<file path="src/hdl/cbt_pkg.sv">
// Shared constants and types for the cubic Bezier tessellator.
`timescale 1ns / 1ps

package cbt_pkg;

    localparam int COORD_BITS    = 16;
    localparam int SEG_W         = 6;
    localparam int MAX_SEGMENTS  = 63;
    localparam int SEG_RESET     = 20;
    localparam int FRAC_BITS_DEF = 16;

    typedef logic [COORD_BITS-1:0] t_coord;
    typedef logic [SEG_W-1:0]      t_seg;

    // Sign bit of a coordinate; flipping it maps two's complement to offset binary.
    localparam t_coord CSIGN = {1'b1, {(COORD_BITS-1){1'b0}}};
    localparam t_coord CMASK = {COORD_BITS{1'b1}};

    typedef struct packed {
        t_coord x;
        t_coord y;
        t_coord z;
    } t_vec;

    typedef t_vec [3:0] t_ctrl_set;

    // Per-point control that travels down the pipeline.
    typedef struct packed {
        logic valid;
        t_seg idx;
        logic last;
    } t_pt_ctl;

endpackage

</file>
<file path="src/hdl/cbt_gen.sv">
// Point sequencer: holds one curve and issues its parameter values one per cycle while i_adv is high.
`timescale 1ns / 1ps

module cbt_gen #(
    parameter int FRAC_BITS = cbt_pkg::FRAC_BITS_DEF
) (
    input  logic                 i_clk,
    input  logic                 i_rst_n,
    input  logic                 i_valid,
    output logic                 o_stall,
    input  cbt_pkg::t_ctrl_set   i_ctrl,
    input  cbt_pkg::t_seg        i_seg,
    input  logic                 i_recip_busy,
    input  logic [FRAC_BITS:0]   i_recip_q,
    input  cbt_pkg::t_seg        i_recip_r,
    input  logic                 i_adv,
    output cbt_pkg::t_pt_ctl     o_pt,
    output logic [FRAC_BITS:0]   o_b,
    output cbt_pkg::t_ctrl_set   o_ctrl
);
    import cbt_pkg::*;

    localparam int PB = FRAC_BITS + 1;
    localparam logic [PB-1:0] ONE = PB'(1) << FRAC_BITS;

    logic           r_busy;
    t_seg           r_idx;
    logic [PB-1:0]  r_q;
    t_seg           r_rem;
    t_ctrl_set      r_ctrl;

    logic           m_issue;
    logic           m_last;
    logic           m_accept;
    logic [SEG_W:0] m_rsum;
    logic [SEG_W:0] m_rsub;
    logic           m_carry;
    t_seg           n_rem;
    logic [PB-1:0]  n_q;

    always_comb begin
        m_issue  = r_busy && i_adv;
        m_last   = (r_idx == i_seg);
        o_stall  = i_recip_busy || (r_busy && !(m_issue && m_last));
        m_accept = i_valid && !o_stall;
        // Step b by 2^F/seg exactly: add quotient, carry the remainder.
        m_rsum   = {1'b0, r_rem} + {1'b0, i_recip_r};
        m_carry  = (m_rsum >= {1'b0, i_seg});
        m_rsub   = m_rsum - {1'b0, i_seg};
        n_rem    = m_carry ? m_rsub[SEG_W-1:0] : m_rsum[SEG_W-1:0];
        n_q      = r_q + i_recip_q + PB'(m_carry);
    end

    always_ff @(posedge i_clk) begin
        if (!i_rst_n) begin
            r_busy <= 1'b0;
            r_idx  <= '0;
            r_q    <= '0;
            r_rem  <= '0;
        end else if (m_accept) begin
            r_busy <= 1'b1;
            r_idx  <= '0;
            r_q    <= '0;
            r_rem  <= '0;
        end else if (m_issue) begin
            if (m_last) begin
                r_busy <= 1'b0;
            end
            r_idx <= r_idx + SEG_W'(1);
            r_q   <= n_q;
            r_rem <= n_rem;
        end
    end

    // Store control points in offset binary.
    always_ff @(posedge i_clk) begin
        if (m_accept) begin
            for (int k = 0; k < 4; k++) begin
                r_ctrl[k].x <= i_ctrl[k].x ^ CSIGN;
                r_ctrl[k].y <= i_ctrl[k].y ^ CSIGN;
                r_ctrl[k].z <= i_ctrl[k].z ^ CSIGN;
            end
        end
    end

    always_comb begin
        o_pt.valid = m_issue;
        o_pt.idx   = r_idx;
        o_pt.last  = m_last;
        o_b        = r_q;
        o_ctrl     = r_ctrl;
    end

    a_no_issue_in_div: assert property (@(posedge i_clk) disable iff (!i_rst_n)
        r_busy |-> !i_recip_busy)
        else $error("curve in progress while reciprocal unit busy");

    a_idx_bound: assert property (@(posedge i_clk) disable iff (!i_rst_n)
        r_busy |-> (r_idx <= i_seg))
        else $error("point index ran past segment count");

    a_last_is_one: assert property (@(posedge i_clk) disable iff (!i_rst_n)
        (m_issue && m_last) |-> (r_q == ONE))
        else $error("parameter not exactly one on last point");

    a_last_ends: assert property (@(posedge i_clk) disable iff (!i_rst_n)
        (m_issue && m_last && !m_accept) |=> !r_busy)
        else $error("sequencer still busy after last point");

endmodule

</file>
<file path="config.mk">
export PLATFORM = sky130hd
export DESIGN_NAME = cbt_gen
export DESIGN_NICKNAME = d
export VERILOG_FILES = /design/src/hdl/cbt_pkg.sv /design/src/hdl/cbt_gen.sv
export SDC_FILE = /design/constraint.sdc
export NUM_CORES = 1
export LEC_CHECK = 0
export ABC_AREA = 1
export BUFFER_PORTS_ARGS = -buffer_cell sky130_fd_sc_hd__buf_2
export CAP_MARGIN = 20
export CORE_AREA = 4 4 169 171
export DETAILED_ROUTE_END_ITERATION = 10
export DIE_AREA = 0 0 173 175
export GPL_TIMING_DRIVEN = 0
export HOLD_SLACK_MARGIN = 0.05
export SYNTH_ARGS = -nofsm -noshare
export SYNTH_HDL_FRONTEND = slang
export SYNTH_SLANG_ARGS = --single-unit
</file>
<file path="constraint.sdc">
create_clock -name i_clk -period 8.8 [get_ports i_clk]
set_clock_uncertainty 0.2 [all_clocks]
set_input_delay 1.32 -clock i_clk [delete_from_list [all_inputs] [get_ports i_clk]]
set_output_delay 1.32 -clock i_clk [all_outputs]
set_load 0.01 [all_outputs]
</file>
After elaboration in Yosys (flattened, before gate mapping)

Index checks and enable logic that the tools add are counted.

Input port bits: 226
Output and inout port bits: 218
Word-level logic and storage cells: 51
Register bits: 222

Multiplexer cells: 4
Reductions and logical operators: 11
Bitwise operators: 13
$add $sub $neg: 5
Order comparisons: 1
Eq/ne operators: 1

Operators by type and width:

| operator                                                      | number |
|---|---|
| 17-bit by 1-bit adder with 17-bit output                      | 1 |
| 17-bit adder                                                  | 1 |
| 1-bit NOT                                                     | 13 |
| 6-bit by 6-bit adder with 7-bit output                        | 1 |
| 7-bit by 6-bit greater-or-equal comparator with 1-bit output  | 1 |
| 6-bit by 1-bit adder with 6-bit output, second input constant | 1 |
| 6-bit equality test                                           | 1 |
| 6-bit two-way mux                                             | 1 |
| 6-bit subtractor                                              | 1 |
| 1-bit logical AND                                             | 4 |
| 2-bit nonzero test                                            | 2 |
| 1-bit two-way mux                                             | 3 |
| 1-bit logical NOT                                             | 2 |
| 2-bit AND reduction                                           | 1 |
| 2-bit OR reduction                                            | 1 |
| 1-bit logical OR                                              | 1 |

Logic depth before layout (Yosys ltp)

Depth in word-level cells: 9
Depth in mapped cells: 30
Gate-level depth less buffers: 30

Least setup slack after synthesis

No wires, ideal clock.

Kind: in2reg
Start point: input port i_seg[1]
End point: register r_ctrl (netlist bit o_ctrl[0]) (enable)
Slack: 2.351 ns
Library setup time: 0.543 ns
Arrival time: 5.706 ns
Path buffers: 0
Stages: 9
Required time: 8.057 ns
Cells stage by stage: inv_1 > nand2_1 > nand2_1 > nand2_1 > nor2_1 > nand3_1 > nand2_2 > nand3_4 > inv_1

Longest elaborated chain between the ends: 7

Ends and longest elaborated chain:

| what                | line          | RTL |
|---|---|---|
| start, declared     | cbt_gen.sv:12 | `input cbt_pkg::t_seg i_seg,` |
| 6-bit equality test | cbt_gen.sv:43 | `m_last = (r_idx == i_seg);` |
| 1-bit logical AND   | cbt_gen.sv:44 | `o_stall = i_recip_busy \|\| (r_busy && !(m_issue && m_last));` |
| 1-bit logical NOT   | cbt_gen.sv:44 |  |
| 1-bit logical AND   | cbt_gen.sv:44 |  |
| 1-bit logical OR    | cbt_gen.sv:44 |  |
| 1-bit logical NOT   | cbt_gen.sv:45 | `m_accept = i_valid && !o_stall;` |
| 1-bit logical AND   | cbt_gen.sv:45 |  |
| net m_accept        | cbt_gen.sv:34 | `logic m_accept;` |
| end, declared       | cbt_gen.sv:30 | `t_ctrl_set r_ctrl;` |

The timed path passes the listed nets, and every way through them passes these cells.
A chain may end at the register's enable or synchronous reset.

Worst setup path after layout

Start point: input port i_recip_r[0]
End point: register r_q[14] (netlist: o_b[14])

Longest elaborated chain between the ends: 3

Ends and longest elaborated chain:

| what                                                         | line          | RTL |
|---|---|---|
| start, declared                                              | cbt_gen.sv:15 | `input cbt_pkg::t_seg i_recip_r,` |
| 6-bit by 6-bit adder with 7-bit output                       | cbt_gen.sv:47 | `m_rsum = {1'b0, r_rem} + {1'b0, i_recip_r};` |
| 7-bit by 6-bit greater-or-equal comparator with 1-bit output | cbt_gen.sv:48 | `m_carry = (m_rsum >= {1'b0, i_seg});` |
| 17-bit by 1-bit adder with 17-bit output                     | cbt_gen.sv:51 | `n_q = r_q + i_recip_q + PB'(m_carry);` |
| end signal, assigned                                         | cbt_gen.sv:70 | `r_q <= n_q;` |
| end, declared                                                | cbt_gen.sv:28 | `logic [PB-1:0] r_q;` |

No other way between the ends.

==> results.sh <==
export IMPL_row_count=60
export IMPL_syn_area_sq_mm=0.00863
export IMPL_min_path_cells=2
export IMPL_drt_initial_drc_count=450
export IMPL_core_sq_mm=0.0269
export IMPL_final_cells=1484
export IMPL_ys_ff_latch=222
export IMPL_max_stage_delay_ps=440
export IMPL_drc=0
export IMPL_slew_headroom_pct=55.3
export IMPL_io_buffers=443
export IMPL_cpMaxStageDelayCell="fa_1"
export IMPL_htreeDepth=1
export IMPL_die_h_um=175
export IMPL_ys_seq_area_share_pct=73.7
export IMPL_grt_pass1_wl_um=42900
export IMPL_die_w_um=173
export IMPL_whs_ps=270
export IMPL_clockBufferDepth=3
export IMPL_vias_per_cell=4.53
export IMPL_synth_cell_types=29
export IMPL_layout_setup_ws_ps=3670
export IMPL_finalSetupTns_ps=0
export IMPL_syn_nets=908
export IMPL_drive_gt1_share_pct=44.3
export IMPL_num_vias=6717
export IMPL_yosysTopAreaCell="edfxtp_1"
export IMPL_area_growth_pct=40.9
export IMPL_nets=1380
export IMPL_cts_root_buf="clkbuf_16"
export IMPL_clk_pin_slew_ps=60
export IMPL_pre_cts_slack_ps=3130
export IMPL_netlist_instances=650
export IMPL_worstSkewPairLatency_ps=510
export IMPL_fillCellCount=2569
export IMPL_grt_usage_pct=18.8
export IMPL_cp_end_kind="flip-flop"
export IMPL_yosysWarnings=0
export IMPL_cts_inserted_buffers=26
export IMPL_p_leak_nw=5.53
export IMPL_finalCriticalPeriod_ps=5130
export IMPL_fin_util_pct=45.3
export IMPL_ir_drop_mv=0.217
export IMPL_r2r_end="o_b[14]$_SDFFE_PP0P_"
export IMPL_holdBufCountCts=0
export IMPL_grt_pass1_vias=6579
export IMPL_min_delay_start="r_rem[0]$_SDFFE_PP0P_"
export IMPL_die_area_sq_mm=0.0303
export IMPL_p_total_mw=2.53
export IMPL_reg2reg_slack_ps=4220
export IMPL_avgSynthCellArea_sq_um=13.3
export IMPL_placed_cells=1435
export IMPL_antenna_found_initial=17
export IMPL_finalWeightedCongestion=0.893
export IMPL_min_delay_worst_endpoint="r_rem[0]$_SDFFE_PP0P_"
export IMPL_start_kind="primary input"
export IMPL_final_common_cell="buf_2"
export IMPL_netlist_area_leader_share_pct=66.8
export IMPL_drv_slew=0
export IMPL_layout_common_cells="447 x buf_2, 192 x edfxtp_1, 137 x nand2_1"
export IMPL_required_ps=9010
export IMPL_crit_path_frequent_cell="nand2_1"
export IMPL_placed_cell_area_sq_mm=0.0113
export IMPL_r2r_start="r_rem[0]$_SDFFE_PP0P_"
export IMPL_place_hpwl_um=24200
export IMPL_status="finished, final reports clean"
export IMPL_worst_setup_path_type="primary input to flip-flop"
export IMPL_tritoncts="done"
export IMPL_wl_per_cell_um=20.4
export IMPL_path_max_fanout=6
export IMPL_firstDrtPassIters=5
export IMPL_synth_area_top_cells="edfxtp_1 67%, dfxtp_1 7.0%, nand2_1 6.0%, ha_1 4.1%, inv_1 3.3%"
export IMPL_routed_wl_um=30300
export IMPL_hp_class="flip-flop to flip-flop"
export IMPL_pin_count=444
export IMPL_cts_resized=0
export IMPL_hold_viol=0
export IMPL_cts_sinks=222
export IMPL_grt_ovfl_total=0
export IMPL_setup_violations=0
export IMPL_antenna_left=0
export IMPL_rr_worst_depth=29
export IMPL_max_freq_mhz=195
export IMPL_power_density_mw_per_mm2=208
export IMPL_initial_utilization_pct=32.1
export IMPL_worst_pin_slew_ps=670
export IMPL_rsz0062_at_grt="false"
export IMPL_grt_max_degree=109
export IMPL_post_cts_repair_setup_buffers=0
export IMPL_cap_violations=0
export IMPL_fin_crit_sh_pct=58.3
export IMPL_postLayoutCellArea_sq_mm=0.0122
export IMPL_crit_arrival_ps=5340
[Yosys cell counts, drive strengths merged]
library cell  number
nor3               5
fa                 4
ha                28
xnor2             10
dfxtp             30
edfxtp           192
nand3             38
a21oi             37
inv               76
nand2            139
or2                8
o21ai              9
o21bai             4
buf                8
and2               1
clkbuf             1
nand3b             6
nand4              6
xor2               9
nor2              39
[routing by layer]
metal | global-route usage [%] | vias to the layer above | wire (um)
met5 | 0 | - | 153
met3 | 8.74 | 68 | 3330
met2 | 33.2 | 299 | 15200
met4 | 4.16 | 24 | 706
li1 | - | 3186 | -
met1 | 20.9 | 3140 | 10900
[power by group]
| group | switching, mW | leakage [nW] | internal (mW) |
|---|---|---|---|
| combinational | 0.155 | 3.09 | 0.106 |
| clock | 0.415 | 0.402 | 0.644 |
| sequential | 0.0123 | 2.03 | 1.20 |
| total | 0.582 | 5.53 | 1.95 |
[cells by family (layout without fill, tap and decap cells)]
logic type | count (synthesis) | count (layout) | share of synthesized area, %
buffers and inverters | 85 | 574 | 4.01
AOI/OAI and AO/OA | 50 | 50 | 3.10
other | 0 | 4 | 0
adders and majority gates | 32 | 32 | 4.98
DFF | 222 | 222 | 73.7
xor gates and xnor gates | 19 | 19 | 1.93
and+or+nand+nor | 242 | 242 | 12.2
[state kept, by name (all words and copies together), names as in the netlist]
name,count
r_idx,6
r_busy,1
o_ctrl,192
r_rem,6
o_b,17
[critical path: cells and delay by family]
kind	cells	cell delay (ps)
buffers and inverters	6	450
AO/OA/AOI/OAI	2	280
adder cells (fa/ha/maj)	5	1780
AND/OR/NAND/NOR	17	1490
[worst max path at each step]
stage            startpoint                    to  slack, ps
3_3_place_gp       i_seg[1]  o_ctrl[86]$_DFFE_PP_        250
4_1_cts        i_recip_r[0]  o_b[14]$_SDFFE_PP0P_       3670
3_5_place_dp   i_recip_r[0]  o_b[14]$_SDFFE_PP0P_       3130
5_1_grt        i_recip_r[0]  o_b[14]$_SDFFE_PP0P_       3250
2_1_floorplan      i_seg[1]   o_ctrl[0]$_DFFE_PP_       2350
6_report       i_recip_r[0]  o_b[14]$_SDFFE_PP0P_       3670
[area by class of cell]
class	instances	area (sq um)	share of cell area (%)
repair buffers	444	2240	18.5
inverters	76	293	2.41
multi-input cells	343	1920	15.8
flip-flops and latches	222	6370	52.3
clock buffers	31	691	5.68
clock inverters	14	151	1.24
diodes	4	10.0	0.0823
plain buffers	9	61.3	0.504
well taps	341	427	3.51
(Power assumes the default switching activity.)
