### src/hdl/cbt_pkg.sv
// Shared constants and types for the cubic Bezier tessellator.
`timescale 1ns / 1ps

package cbt_pkg;

    localparam int COORD_BITS    = 16;
    localparam int SEG_W         = 6;
    localparam int MAX_SEGMENTS  = 63;
    localparam int SEG_RESET     = 20;
    localparam int FRAC_BITS_DEF = 16;

    typedef logic [COORD_BITS-1:0] t_coord;
    typedef logic [SEG_W-1:0]      t_seg;

    // Sign bit of a coordinate; flipping it maps two's complement to offset binary.
    localparam t_coord CSIGN = {1'b1, {(COORD_BITS-1){1'b0}}};
    localparam t_coord CMASK = {COORD_BITS{1'b1}};

    typedef struct packed {
        t_coord x;
        t_coord y;
        t_coord z;
    } t_vec;

    typedef t_vec [3:0] t_ctrl_set;

    // Per-point control that travels down the pipeline.
    typedef struct packed {
        logic valid;
        t_seg idx;
        logic last;
    } t_pt_ctl;

endpackage

### src/hdl/cbt_recip.sv
// Bit-serial divider: 2^FRAC_BITS / segments, quotient and remainder.
`timescale 1ns / 1ps

module cbt_recip #(
    parameter int FRAC_BITS = cbt_pkg::FRAC_BITS_DEF
) (
    input  logic                 i_clk,
    input  logic                 i_rst_n,
    input  logic                 i_start,
    input  cbt_pkg::t_seg        i_div,
    output logic                 o_busy,
    output logic [FRAC_BITS:0]   o_quot,
    output cbt_pkg::t_seg        o_rem
);
    import cbt_pkg::*;

    localparam int PB = FRAC_BITS + 1;
    localparam int CW = $clog2(PB + 1);

    logic [CW-1:0]  r_cnt;
    logic [CW-1:0]  n_cnt;
    t_seg           r_rem;
    t_seg           n_rem;
    logic [PB-1:0]  r_quot;
    logic [SEG_W:0] m_shift;
    logic [SEG_W:0] m_sub;
    logic           m_ge;

    // Dividend is a one followed by FRAC_BITS zeros, fed MSB first.
    always_comb begin
        m_shift = {r_rem, (r_cnt == CW'(PB))};
        m_ge    = (m_shift >= {1'b0, i_div});
        m_sub   = m_shift - {1'b0, i_div};
        n_rem   = m_ge ? m_sub[SEG_W-1:0] : m_shift[SEG_W-1:0];
        n_cnt   = r_cnt - CW'(1);
    end

    always_ff @(posedge i_clk) begin
        if (!i_rst_n) begin
            r_cnt <= CW'(PB);
            r_rem <= '0;
        end else if (i_start) begin
            r_cnt <= CW'(PB);
            r_rem <= '0;
        end else if (r_cnt != '0) begin
            r_cnt <= n_cnt;
            r_rem <= n_rem;
        end
    end

    always_ff @(posedge i_clk) begin
        if (r_cnt != '0 && !i_start) begin
            r_quot <= {r_quot[PB-2:0], m_ge};
        end
    end

    assign o_busy = (r_cnt != '0);
    assign o_quot = r_quot;
    assign o_rem  = r_rem;

endmodule

### config.mk
export PLATFORM = sky130hd
export DESIGN_NAME = cbt_recip
export DESIGN_NICKNAME = d
export VERILOG_FILES = /design/src/hdl/cbt_pkg.sv /design/src/hdl/cbt_recip.sv
export SDC_FILE = /design/constraint.sdc
export NUM_CORES = 1
export LEC_CHECK = 0
export BUFFER_PORTS_ARGS = -buffer_cell sky130_fd_sc_hd__buf_2
export CAP_MARGIN = 30
export CELL_PAD_IN_SITES_DETAIL_PLACEMENT = 0
export CELL_PAD_IN_SITES_GLOBAL_PLACEMENT = 1
export CORE_UTILIZATION = 40
export CTS_BUF_LIST = sky130_fd_sc_hd__clkbuf_4
export DETAILED_ROUTE_END_ITERATION = 8
export PLACE_DENSITY = 0.76
export SLEW_MARGIN = 20
export SYNTH_ARGS = -nofsm -noshare
export SYNTH_HDL_FRONTEND = slang
export SYNTH_SLANG_ARGS = --single-unit
### constraint.sdc
create_clock -name i_clk -period 2.7 [get_ports i_clk]
set_input_delay 0.135 -clock i_clk [delete_from_list [all_inputs] [get_ports i_clk]]
set_output_delay 0.135 -clock i_clk [all_outputs]
set_load 0.005 [all_outputs]
### After elaboration in Yosys (flattened, before gate mapping)

Cells that the tools add are included.
W data, S select, Z words.

| storage, ports and cells | value |
|---|---|
| register bits | 28 |
| bits in latches | 0 |
| memory bits (writable) | 0 |
| memory bits (read-only) | 0 |
| input port bits | 9 |
| output and inout bits | 24 |
| word-level logic and storage cells | 13 |
| memories kept | 0 |

| operators by class | value |
|---|---|
| $add $sub $neg | 2 |
| $mul | 0 |
| div/mod/pow operators | 0 |
| order comparisons | 1 |
| equal/unequal tests | 1 |
| shifts and indexed selects | 0 |
| multiplexer cells | 1 |
| bitwise gates (word level) | 1 |
| reduce and logical (&&, ||, !) cells | 4 |

Operator list:

| kind | number |
|---|---|
| $ge A7 B6 Y1 | 1 |
| $mux W6 | 1 |
| $sub A6 B6 Y6 | 1 |
| $eq A5 B5 Y1 const B | 1 |
| $reduce_bool A5 Y1 | 1 |
| $sub A5 B1 Y5 const B | 1 |
| $reduce_or A2 Y1 | 1 |
| $logic_and A1 B1 Y1 | 1 |
| $logic_not A1 Y1 | 1 |
| $not A1 Y1 | 1 |

### Depth between registers and ports, before layout

Gate-level depths: netlist of the first run.

| logic depth | value |
|---|---|
| depth after elaboration | 3 |
| mapped depth | 10 |
| mapped depth without buffers | 10 |

### Worst setup path after synthesis of the first run

OpenSTA, ideal clock, no wires.

| timing | value |
|---|---|
| path kind | register -> register |
| start | register r_cnt[1] |
| end | register r_rem[4], in the netlist o_rem[4] |
| library setup time | 0.086 ns |
| arrival time | 1.915 ns |
| required time | 2.614 ns |
| setup slack | 0.699 ns |
| stages on the path, launching flop included | 11 |
| path buffers | 0 |
| period minus slack after synthesis | 2.001 ns |
| cells stage by stage | dfxtp_1 > inv_1 > ha_1 > nand3_1 > ha_1 > fa_1 > nand2b_1 > a21oi_1 > xor2_1 > mux2i_1 > a211oi_1 |

| between the ends | value |
|---|---|
| cells in the longest elaborated chain, start to end | 3 |
| elaborated cells between the ends (all ways) | 5 |
| those cells by class | add/sub: 1; order compare: 1; eq/ne: 1; mux: 1; reduce/logical: 1 |

RTL lines:

| what | RTL line | RTL |
|---|---|---|
| from (decl) | cbt_recip.sv:20 | `logic [CW-1:0] r_cnt;` |
| from (signal assigned) | cbt_recip.sv:40 | `r_cnt <= CW'(PB);` |
| from (signal assigned) | cbt_recip.sv:43 | `r_cnt <= CW'(PB);` |
| from (signal assigned) | cbt_recip.sv:46 | `r_cnt <= n_cnt;` |
| $eq A5 B5 Y1 | cbt_recip.sv:31 | `m_shift = {r_rem, (r_cnt == CW'(PB))};` |
| $sub A6 B6 Y6 or $ge A7 B6 Y1 (tied branches) | cbt_recip.sv:33, cbt_recip.sv:32 |  |
| $mux W6 | cbt_recip.sv:34 | `n_rem = m_ge ? m_sub[SEG_W-1:0] : m_shift[SEG_W-1:0];` |
| to (signal assigned) | cbt_recip.sv:47 | `r_rem <= n_rem;` |
| to (decl) | cbt_recip.sv:22 | `t_seg r_rem;` |

Several ways; a longest one is shown, not always the timed one.
A chain may end at the register's enable or synchronous reset.

### Final worst setup path of the first run

Ends and elaborated chain as after synthesis.

==> results of run 1 <==
==> placed cells by master (no fill, tap or decap), types with 2 or more instances in the layout <==
| cell | count |
|---|---|
| a211oi_1 | 3 |
| a21oi_1 | 6 |
| and2b_1 | 2 |
| buf_2 | 32 |
| clkbuf_4 | 3 |
| dfxtp_1 | 11 |
| edfxtp_1 | 17 |
| ha_1 | 10 |
| inv_1 | 9 |
| inv_2 | 2 |
| mux2i_1 | 3 |
| nand2_1 | 4 |
| nand2b_1 | 3 |
| nand3_1 | 3 |
| nor2_1 | 11 |
| nor2b_1 | 2 |
| o21ai_0 | 5 |
| xnor2_1 | 4 |
| xor2_1 | 3 |
==> stage by stage <==
stage	instances	hold WS (ns)	power (mW)	area (um^2)	setup slack [ns]
2_1_floorplan	116	0.292	0.591	1370	0.699
3_3_place_gp	192	0.433	0.635	1590	0.615
3_5_place_dp	192	0.434	0.638	1590	0.539
4_1_cts	196	0.158	0.800	1620	0.492
5_1_grt	196	0.170	0.835	1620	0.311
6_report	196	0.154	0.791	1620	0.509
==> state kept, by name (all words and copies together) (netlist names) <==
name and count:
r_cnt 5, o_quot 17, o_rem 6
==> routing by layer <==
layer | up-vias | wire length, um | global-route usage [%]
met5 | - | 0 | 0
met4 | 0 | 27 | 4.87
met3 | 2 | 110 | 1.92
met2 | 31 | 1130 | 25.3
met1 | 429 | 1220 | 20.3
li1 | 483 | - | -
==> cell families after synthesis <==
group	after synthesis	share of synthesized area (%)
adder cells (fa/ha/maj)	11	10.6
multiplexers	4	3.01
AND/OR/NAND/NOR	33	14.3
flip-flops	28	53.2
AO/OA/AOI/OAI	21	11.1
XOR/XNOR	7	4.46
buffers and inverters	12	3.37
==> area by class of cell <==
type / count / area (um^2) / area share, %
clock inverters: 1 / 3.75 / 0.232
clock buffers: 3 / 22.5 / 1.39
well taps: 44 / 55.1 / 3.40
multi-input cells: 76 / 597 / 36.9
repair buffers: 33 / 168 / 10.4
flip-flops and latches: 28 / 731 / 45.2
inverters: 11 / 41.3 / 2.55
==> where the power goes <==
group	switching (mW)	internal (mW)	total (mW)
Sequential	0.0148	0.478	0.493
Clock	0.110	0.0540	0.164
Combinational	0.0710	0.0625	0.134
==> critical path: stages, from the launching register on <==
cell and delay (ns):
dfxtp_1 0.35, inv_1 0.10, ha_1 0.16, nand3_1 0.12, ha_1 0.23, fa_1 0.39
nand2b_1 0.16, a21oi_1 0.15, xor2_1 0.16, mux2i_1 0.09, a211oi_1 0.22
==> worst max-delay path by stage <==
stage | start | endpoint | slack [ns] | cells past startpoint
global route | r_cnt[1] | o_rem[4] | 0.31 | 10
floorplan | r_cnt[1] | o_rem[4] | 0.70 | 10
finish | r_cnt[1] | o_rem[4] | 0.51 | 10
CTS | r_cnt[1] | o_rem[4] | 0.49 | 10
detailed placement | r_cnt[1] | o_rem[4] | 0.54 | 10
global placement | r_cnt[1] | o_rem[4] | 0.62 | 10
==> summary.txt, run 1 <==
Clock network
  – CTS Root Cell: clkbuf_4
  – Post-cts repair resize count: 0
  – CTS tree: done
  – TritonCTS Buffers: 3
  – CTS Sinks: 28
  – Setup bufs post-CTS: 0
  – Cts hold-fix bufs: 0
  – Max clock buf depth: 2
  – Clk slew on worst S/H paths: 0.14 ns
  – H-tree Lvls: 1
  – Worst-Skew Late Latency: 0.31 ns

Finish
  – Final net count: 173
  – N_diodes: 0
  – Final Util: 51.3%
  – Fillers: 302
  – Layout cell share with drive strength beyond 1: 29.6%
  – Area Overhead vs Synth: 17.8%

Yosys
  – EDFF count, synth: 17
  – Syn Nets: 136
  – Synth Area per Inst: 11.8 um^2
  – Area share of the largest cell type after synthesis: 37.2%
  – Commonest cells post-synth: 17 x edfxtp_1, 11 x dfxtp_1, 11 x nor2_1
  – Async S/R FF share, synth: 0%
  – Unique masters post-synth: 35
  – Yosys warns: 0
  – Synth Register Bits: 28
  – Area leader, netlist: edfxtp_1
  – Primary FF master, synth: edfxtp_1
  – Dominant cell by count in the synthesized netlist: edfxtp_1
  – Synth top area cells: edfxtp_1 37%, dfxtp_1 16%, ha_1 9.1%
  – Cells after Synth: 116
  – Cell area after synthesis: 1370 um^2
  – Post-synthesis sequential area ratio: 53.2%

Floorplanning
  – Die area: 3670 um^2
  – # rows: 20
  – Die extent in x: 60.6 um
  – Core area: 3150 um^2
  – Initial Util: 43.6%
  – Die height: 60.6 um
  – I/O pin count: 33

Power and ir drop
  – Leakage power: 0.708 nW
  – P per Cell Area: 489 nW/um^2
  – Worst vdd ir: 190 uV

Timing
  – Measured slew at the worst slew-check pin: 0.613 ns
  – Fmax: 0.456 GHz
  – Setup Viol. Count Final: 0
  – Setup TNS: 0 ns
  – Min Tclk post-route: 2.19 ns
  – RSZ-0062 raised after global routing: no
  – Worst slew margin: 59.0%
  – Max Transition Viols Final: 0
  – Skew final: 0.00338 ns
  – Final hold viol count: 0
  – Final Cycle Share: 81.1%

Job
  – Max-cap violation count: 0

Hold path
  – Hold Path Stages: 3
  – Worst Hold Path EP: r_cnt[0]
  – Hold crit path type: in -> reg
  – Hold Startpoint: i_start

Detailed routing
  – Post-Route WL: 2.49 mm
  – DRT antenna net count: 0
  – Pre-antenna DRT Iters: 4
  – Drt drc: 0
  – DR WL/cell: 12.7 um
  – 1st-iter DRT viols: 25
  – Vias: 945
  – Routed vias/inst: 4.82

Placed design
  – Placer's final routability congestion estimate: 0.728
  – Hpwl dp: 1.94 mm
  – Port buffer count: 32

Worst setup path
  – Worst reg2reg path endpoint: o_rem[4]
  – Crit path kind: reg -> reg
  – R2r setup slk: 0.51 ns
  – CP arrival: 2.43 ns
  – Crit end category: flip-flop
  – Req. time, crit path: 2.94 ns
  – Worst R2R Path Depth: 10
  – Critical Path Start Type: flip-flop
  – CP Max Fanout: 3
  – Worst r2r src: r_cnt[1]

Global route
  – Initial antenna violation count: 0
  – Total gr overflow: 0
  – Vias in the first global route: 887
  – First-pass GRT wire length: 4.08 mm
  – Largest net degree at the start of global routing: 18
  – GRT Total Usage: 15.1%

Run status
  – Status: finished, final reports clean
Power figures use the tool's default switching activity.
==> inputs of run 2 (changes only) <==
clock period = 2.2 ns   (was 2.7 ns; I/O delays follow)
==> summary.txt, run 2 (synthesis results as in run 1) <==
Run status
  – Status: finished, final reports clean (unchanged)

Worst setup path
  – CP arrival: 2.31 ns (was 2.43 ns)
  – Crit end category: flip-flop (unchanged)
  – Worst R2R Path Depth: 10 (unchanged)
  – Worst reg2reg path endpoint: o_rem[4] (unchanged)
  – Critical Path Start Type: flip-flop (unchanged)
  – Crit path kind: reg -> reg (unchanged)
  – CP Max Fanout: 3 (unchanged)
  – Req. time, crit path: 2.45 ns (was 2.94 ns)
  – R2r setup slk: 0.14 ns (was 0.51 ns)
  – Worst r2r src: r_cnt[1] (unchanged)

Timing
  – Fmax: 0.484 GHz (was 0.456 GHz)
  – Setup TNS: 0 ns (unchanged)
  – Measured slew at the worst slew-check pin: 0.613 ns (about the same)
  – Worst slew margin: 59.1% (was 59.0%)
  – RSZ-0062 raised after global routing: no (unchanged)
  – Max Transition Viols Final: 0 (unchanged)
  – Final Cycle Share: 93.8% (was 81.1%)
  – Min Tclk post-route: 2.06 ns (was 2.19 ns)
  – Skew final: 0.0128 ns (was 0.00338 ns)
  – Final hold viol count: 0 (unchanged)
  – Setup Viol. Count Final: 0 (unchanged)

Detailed routing
  – DR WL/cell: 12.6 um (was 12.7 um)
  – Post-Route WL: 2.50 mm (was 2.49 mm)
  – 1st-iter DRT viols: 16 (was 25)
  – Routed vias/inst: 4.75 (was 4.82)
  – Vias: 941 (was 945)
  – Drt drc: 0 (unchanged)
  – DRT antenna net count: 0 (unchanged)
  – Pre-antenna DRT Iters: 4 (unchanged)

Global route
  – Initial antenna violation count: 0 (unchanged)
  – Largest net degree at the start of global routing: 18 (unchanged)
  – Vias in the first global route: 894 (was 887)
  – Total gr overflow: 0 (unchanged)
  – First-pass GRT wire length: 4.14 mm (was 4.08 mm)
  – GRT Total Usage: 15.3% (was 15.1%)

Hold path
  – Hold crit path type: in -> reg (unchanged)
  – Worst Hold Path EP: r_cnt[0] (unchanged)
  – Hold Startpoint: i_start (unchanged)
  – Hold Path Stages: 3 (unchanged)

Power and ir drop
  – Worst vdd ir: 291 uV (was 190 uV)
  – Clock network power share: 29.5% (was 20.7%)
  – Psw: 250 uW (was 196 uW)
  – Internal: 853 uW (was 595 uW)
  – Comb pwr share: 15.6% (was 16.9%)
  – Reg power frac: 54.9% (was 62.4%)
  – Leakage power: 0.735 nW (was 0.708 nW)
  – Sw frac: 22.7% (was 24.8%)
  – P per Cell Area: 659 nW/um^2 (was 489 nW/um^2)

Placed design
  – Hpwl dp: 1.92 mm (was 1.94 mm)
  – Cell Area, Placed: 1610 um^2 (was 1590 um^2)
  – Placer's final routability congestion estimate: 0.741 (was 0.728)
  – Port buffer count: 32 (unchanged)

Clock network
  – CTS tree: done (unchanged)
  – CTS Sinks: 28 (unchanged)
  – CTS Root Cell: clkbuf_4 (unchanged)
  – Cts hold-fix bufs: 0 (unchanged)
  – Setup bufs post-CTS: 0 (unchanged)
  – Clk slew on worst S/H paths: 0.15 ns (was 0.14 ns)
  – TritonCTS Buffers: 3 (unchanged)
  – Max clock buf depth: 2 (unchanged)
  – Worst-Skew Late Latency: 0.32 ns (was 0.31 ns)
  – H-tree Lvls: 1 (unchanged)

Finish
  – Sequential cell area: 732 um^2 (was 731 um^2)
  – N_diodes: 0 (unchanged)
  – Final net count: 175 (was 173)
  – Post-layout instance area: 1670 um^2 (was 1620 um^2)
  – Most frequent cells in the layout: 32 x buf_2, 17 x edfxtp_1, 10 x nor2_1, 10 x dfxtp_1, 9 x ha_1 (was 32 x buf_2, 17 x edfxtp_1, 11 x nor2_1, 11 x dfxtp_1, 10 x ha_1)
  – Most common cell after layout, fill and taps aside: buf_2 (unchanged)
  – Largest register FFs: 17 (unchanged)
  – Layout cell share with drive strength beyond 1: 35.1% (was 29.6%)
  – Fillers: 283 (was 302)
  – Multi-input logic area: 611 um^2 (was 597 um^2)
  – Area Overhead vs Synth: 21.9% (was 17.8%)

Floorplanning
  – # rows: 20 (unchanged)
  – I/O pin count: 33 (unchanged)
  – Die area: 3670 um^2 (unchanged)
  – Die height: 60.6 um (unchanged)
  – Core area: 3150 um^2 (unchanged)
  – Initial Util: 43.6% (unchanged)
  – Die extent in x: 60.6 um (unchanged)

Job
  – Max-cap violation count: 0 (unchanged)
run 2: repair_timing:
action / in CTS / in global routing
gates resized for setup: 0 / 6
setup endpoints to repair: 0 / 3
endpoints found under the hold margin: 0 / 0
run 2: how the worst max path moves through the flow:
stage                        start        to  cells after the start
final                     r_cnt[1]  o_rem[4]                     10
after global routing      r_cnt[1]  o_rem[4]                     10
after CTS                 r_cnt[1]  o_rem[4]                     10
after detailed placement  r_cnt[1]  o_rem[4]                     10
after global placement    r_cnt[1]  o_rem[4]                     10
after floorplan           r_cnt[1]  o_rem[4]                     10
run 2: per-stage QoR:
stage          power (mW)  instances  setup WS (ns)  hold WS (ns)  utilization [%]
3_3_place_gp        0.782        194          0.116         0.432             51.0
2_1_floorplan       0.726        116          0.199         0.267                -
4_1_cts              1.11        198        0.00246         0.125             52.6
5_1_grt              1.16        198        0.00753         0.148             53.1
3_5_place_dp        0.785        194         0.0228         0.434             51.0
6_report             1.10        198          0.136         0.131             53.1
run 2: critical path, cell delays in order, from the launching register on:
cell      delay (ns)
dfxtp_2         0.36
inv_2           0.07
ha_1            0.15
nand3_2         0.10
ha_2            0.20
fa_1            0.39
nand2b_1        0.17
a21oi_2         0.13
xor2_1          0.15
mux2i_1         0.08
a211oi_1        0.21
run 2: power groups by stage:
stage | clock [mW] | sequential (mW) | combinational [mW]
floorplan | 0 | 0.617 | 0.108
global placement | 0 | 0.616 | 0.166
detailed placement | 0 | 0.617 | 0.168
CTS | 0.335 | 0.606 | 0.169
global route | 0.352 | 0.611 | 0.194
finish | 0.326 | 0.605 | 0.172
run 2: layout make-up:
type                    count  area share, %
flip-flops and latches     28           43.7
multi-input cells          76           36.5
repair buffers             35           10.9
well taps                  44           3.29
inverters                  11           2.47
clock inverters             1           1.79
clock buffers               3           1.35
run 2: layer usage:
layer / GRT usage (%) / wire, um / vias up
li1: - / - / 490
met1: 21.1 / 1290 / 420
met2: 24.5 / 1100 / 29
met3: 2.77 / 90 / 2
met4: 5.19 / 21 / 0
met5: 0 / 0 / -
==> inputs of run 3 (changes only) <==
SETUP_SLACK_MARGIN = 0.15   (was default)
==> summary.txt, run 3 (synthesis results as in run 1) <==
Run status
  – Status: finished, final reports clean (unchanged)

Placed design
  – Placed insts: 194 (unchanged)
  – Port buffer count: 32 (unchanged)
  – Hpwl dp: 1.92 mm (unchanged)
  – Placer's final routability congestion estimate: 0.741 (unchanged)

Finish
  – Largest register FFs: 17 (unchanged)
  – Most common cell after layout, fill and taps aside: buf_2 (unchanged)
  – N_diodes: 0 (unchanged)
  – Final net count: 176 (was 175)
  – Multi-input logic area: 671 um^2 (was 611 um^2)
  – Most frequent cells in the layout: 32 x buf_2, 17 x edfxtp_1, 10 x nor2_1, 9 x dfxtp_1, 8 x inv_1 (was 32 x buf_2, 17 x edfxtp_1, 10 x nor2_1, 10 x dfxtp_1, 9 x ha_1)
  – Layout cell share with drive strength beyond 1: 39.4% (was 35.1%)
  – Sequential cell area: 736 um^2 (was 732 um^2)
  – Fillers: 280 (was 283)
  – Fin cells: 199 (was 198)
  – Area Overhead vs Synth: 27.2% (was 21.9%)

Clock network
  – TritonCTS Buffers: 3 (unchanged)
  – H-tree Lvls: 1 (unchanged)
  – Max clock buf depth: 2 (unchanged)
  – CTS tree: done (unchanged)
  – Worst-Skew Late Latency: 0.33 ns (was 0.32 ns)
  – Clk slew on worst S/H paths: 0.15 ns (about the same)
  – Cts hold-fix bufs: 0 (unchanged)
  – CTS Sinks: 28 (unchanged)
  – CTS Root Cell: clkbuf_4 (unchanged)

Power and ir drop
  – P per Cell Area: 646 nW/um^2 (was 659 nW/um^2)
  – Worst vdd ir: 302 uV (was 291 uV)
  – Leakage power: 0.751 nW (was 0.735 nW)

Hold path
  – Hold Path Stages: 3 (unchanged)
  – Hold crit path type: in -> reg (unchanged)
  – Hold Startpoint: i_start (unchanged)
  – Worst Hold Path EP: r_cnt[0] (unchanged)

Timing
  – Skew final: 0.0153 ns (was 0.0128 ns)
  – RSZ-0062 raised after global routing: yes (was no)
  – Fmax: 0.493 GHz (was 0.484 GHz)
  – Setup Viol. Count Final: 0 (unchanged)
  – Max Transition Viols Final: 0 (unchanged)
  – Setup TNS: 0 ns (unchanged)
  – Min Tclk post-route: 2.03 ns (was 2.06 ns)
  – Final Cycle Share: 92.3% (was 93.8%)
  – Final hold viol count: 0 (unchanged)
  – Worst slew margin: 59.1% (about the same)
  – Measured slew at the worst slew-check pin: 0.613 ns (about the same)

Floorplanning
  – Core area: 3150 um^2 (unchanged)
  – Die extent in x: 60.6 um (unchanged)
  – Initial Util: 43.6% (unchanged)
  – I/O pin count: 33 (unchanged)
  – Die area: 3670 um^2 (unchanged)
  – # rows: 20 (unchanged)
  – Die height: 60.6 um (unchanged)

Worst setup path
  – CP cell instances: inv_4 -> ha_4 -> nand3_4 -> ha_4 -> fa_2 -> nand2b_4 -> a21oi_2 -> xor2_1 -> mux2i_1 -> a211oi_1 (was inv_2 -> ha_1 -> nand3_2 -> ha_2 -> fa_1 -> nand2b_1 -> a21oi_2 -> xor2_1 -> mux2i_1 -> a211oi_1)
  – R2r setup slk: 0.17 ns (was 0.14 ns)
  – Worst r2r src: r_cnt[1] (unchanged)
  – CP arrival: 2.28 ns (was 2.31 ns)
  – Worst reg2reg path endpoint: o_rem[4] (unchanged)
  – CP Max Fanout: 3 (unchanged)
  – CP max-delay cell: dfxtp_4 (was fa_1)
  – Crit path largest cell delay: 0.38 ns (was 0.39 ns)
  – Cell repeated most along the worst path: ha_4
  – Worst R2R Path Depth: 10 (unchanged)
  – Req. time, crit path: 2.45 ns (about the same)
  – Crit path kind: reg -> reg (unchanged)
  – Critical Path Start Type: flip-flop (unchanged)
  – Crit end category: flip-flop (unchanged)

Global route
  – Routing usage on met2: 25.7% (was 24.5%)
  – Largest net degree at the start of global routing: 18 (unchanged)
  – Initial antenna violation count: 0 (unchanged)
  – Total gr overflow: 0 (unchanged)
  – Vias in the first global route: 932 (was 894)
  – First-pass GRT wire length: 4.27 mm (was 4.14 mm)
  – GRT Total Usage: 15.8% (was 15.3%)
  – M3 GR Usage: 2.99% (was 2.77%)
  – GRT met1 Usage: 21.1% (unchanged)
  – GR peak layer: met2 (unchanged)

Detailed routing
  – Drt drc: 0 (unchanged)
  – DRT antenna net count: 0 (unchanged)
  – Pre-antenna DRT Iters: 4 (unchanged)
  – Vias: 967 (was 941)
  – Routed vias/inst: 4.86 (was 4.75)
  – Post-Route WL: 2.61 mm (was 2.50 mm)
  – DR WL/cell: 13.1 um (was 12.6 um)
  – 1st-iter DRT viols: 22 (was 16)

Job
  – Max-cap violation count: 0 (unchanged)
## run 3: cell types whose count changed in the layout (fill, tap and decap cells not counted), sizes merged
cell  change
buf       +1
## run 3: power breakdown
part,switching (mW),internal [mW]
clock network,0.146,0.184
registers,0.0195,0.587
logic,0.0995,0.0938
total,0.265,0.865
## run 3: layout make-up
type,instances,share of cell area [%]
inverter,11,2.51
multi-input combinational,76,38.4
tap,44,3.15
clock inverter,1,1.72
sequential,28,42.1
clock buffer,3,1.29
timing repair buffer,36,10.9
## run 3: worst max-delay path: cells and delay by family (launching register included)
family | cells | cell delay [ns]
muxes | 1 | 0.08
AOI/OAI and AO/OA | 2 | 0.39
xor gates and xnor gates | 1 | 0.15
and+or+nand+nor | 2 | 0.25
buffers and inverters | 1 | 0.07
DFF | 1 | 0.38
adders and majority gates | 3 | 0.65
## run 3: what timing repair did
action / 4_1_cts / 5_1_grt
pin swaps: 3 / 3
resized for setup: 7 / 11
setup endpoints to repair: 4 / 6
setup buffers: 1 / 0
## run 3: how the worst max path moves through the flow
stage | depth (start not counted) | to | from | slack [ns]
after floorplan | 10 | o_rem[4] | r_cnt[1] | 0.20
after global placement | 10 | o_rem[4] | r_cnt[1] | 0.12
after detailed placement | 10 | o_rem[4] | r_cnt[1] | 0.02
after CTS | 10 | o_rem[4] | r_cnt[1] | 0.11
after global routing | 10 | o_rem[4] | r_cnt[1] | 0.11
final | 10 | o_rem[4] | r_cnt[1] | 0.17
## run 3: through the flow
step	hold WS (ns)	area (um^2)	util (%)	setup slack, ns	total power, mW
floorplan	0.267	1370	-	0.199	0.726
finish	0.126	1750	55.4	0.170	1.13
global route	0.148	1750	55.4	0.112	1.18
detailed placement	0.434	1610	51.0	0.0228	0.785
global placement	0.432	1610	51.0	0.116	0.782
CTS	0.125	1700	53.8	0.114	1.12
## run 3: per-layer routing
metal	share of wire [%]	wire length, um
met3	3.5	92
met1	48	1270
met4	1.1	29
met5	0	0
met2	47	1220
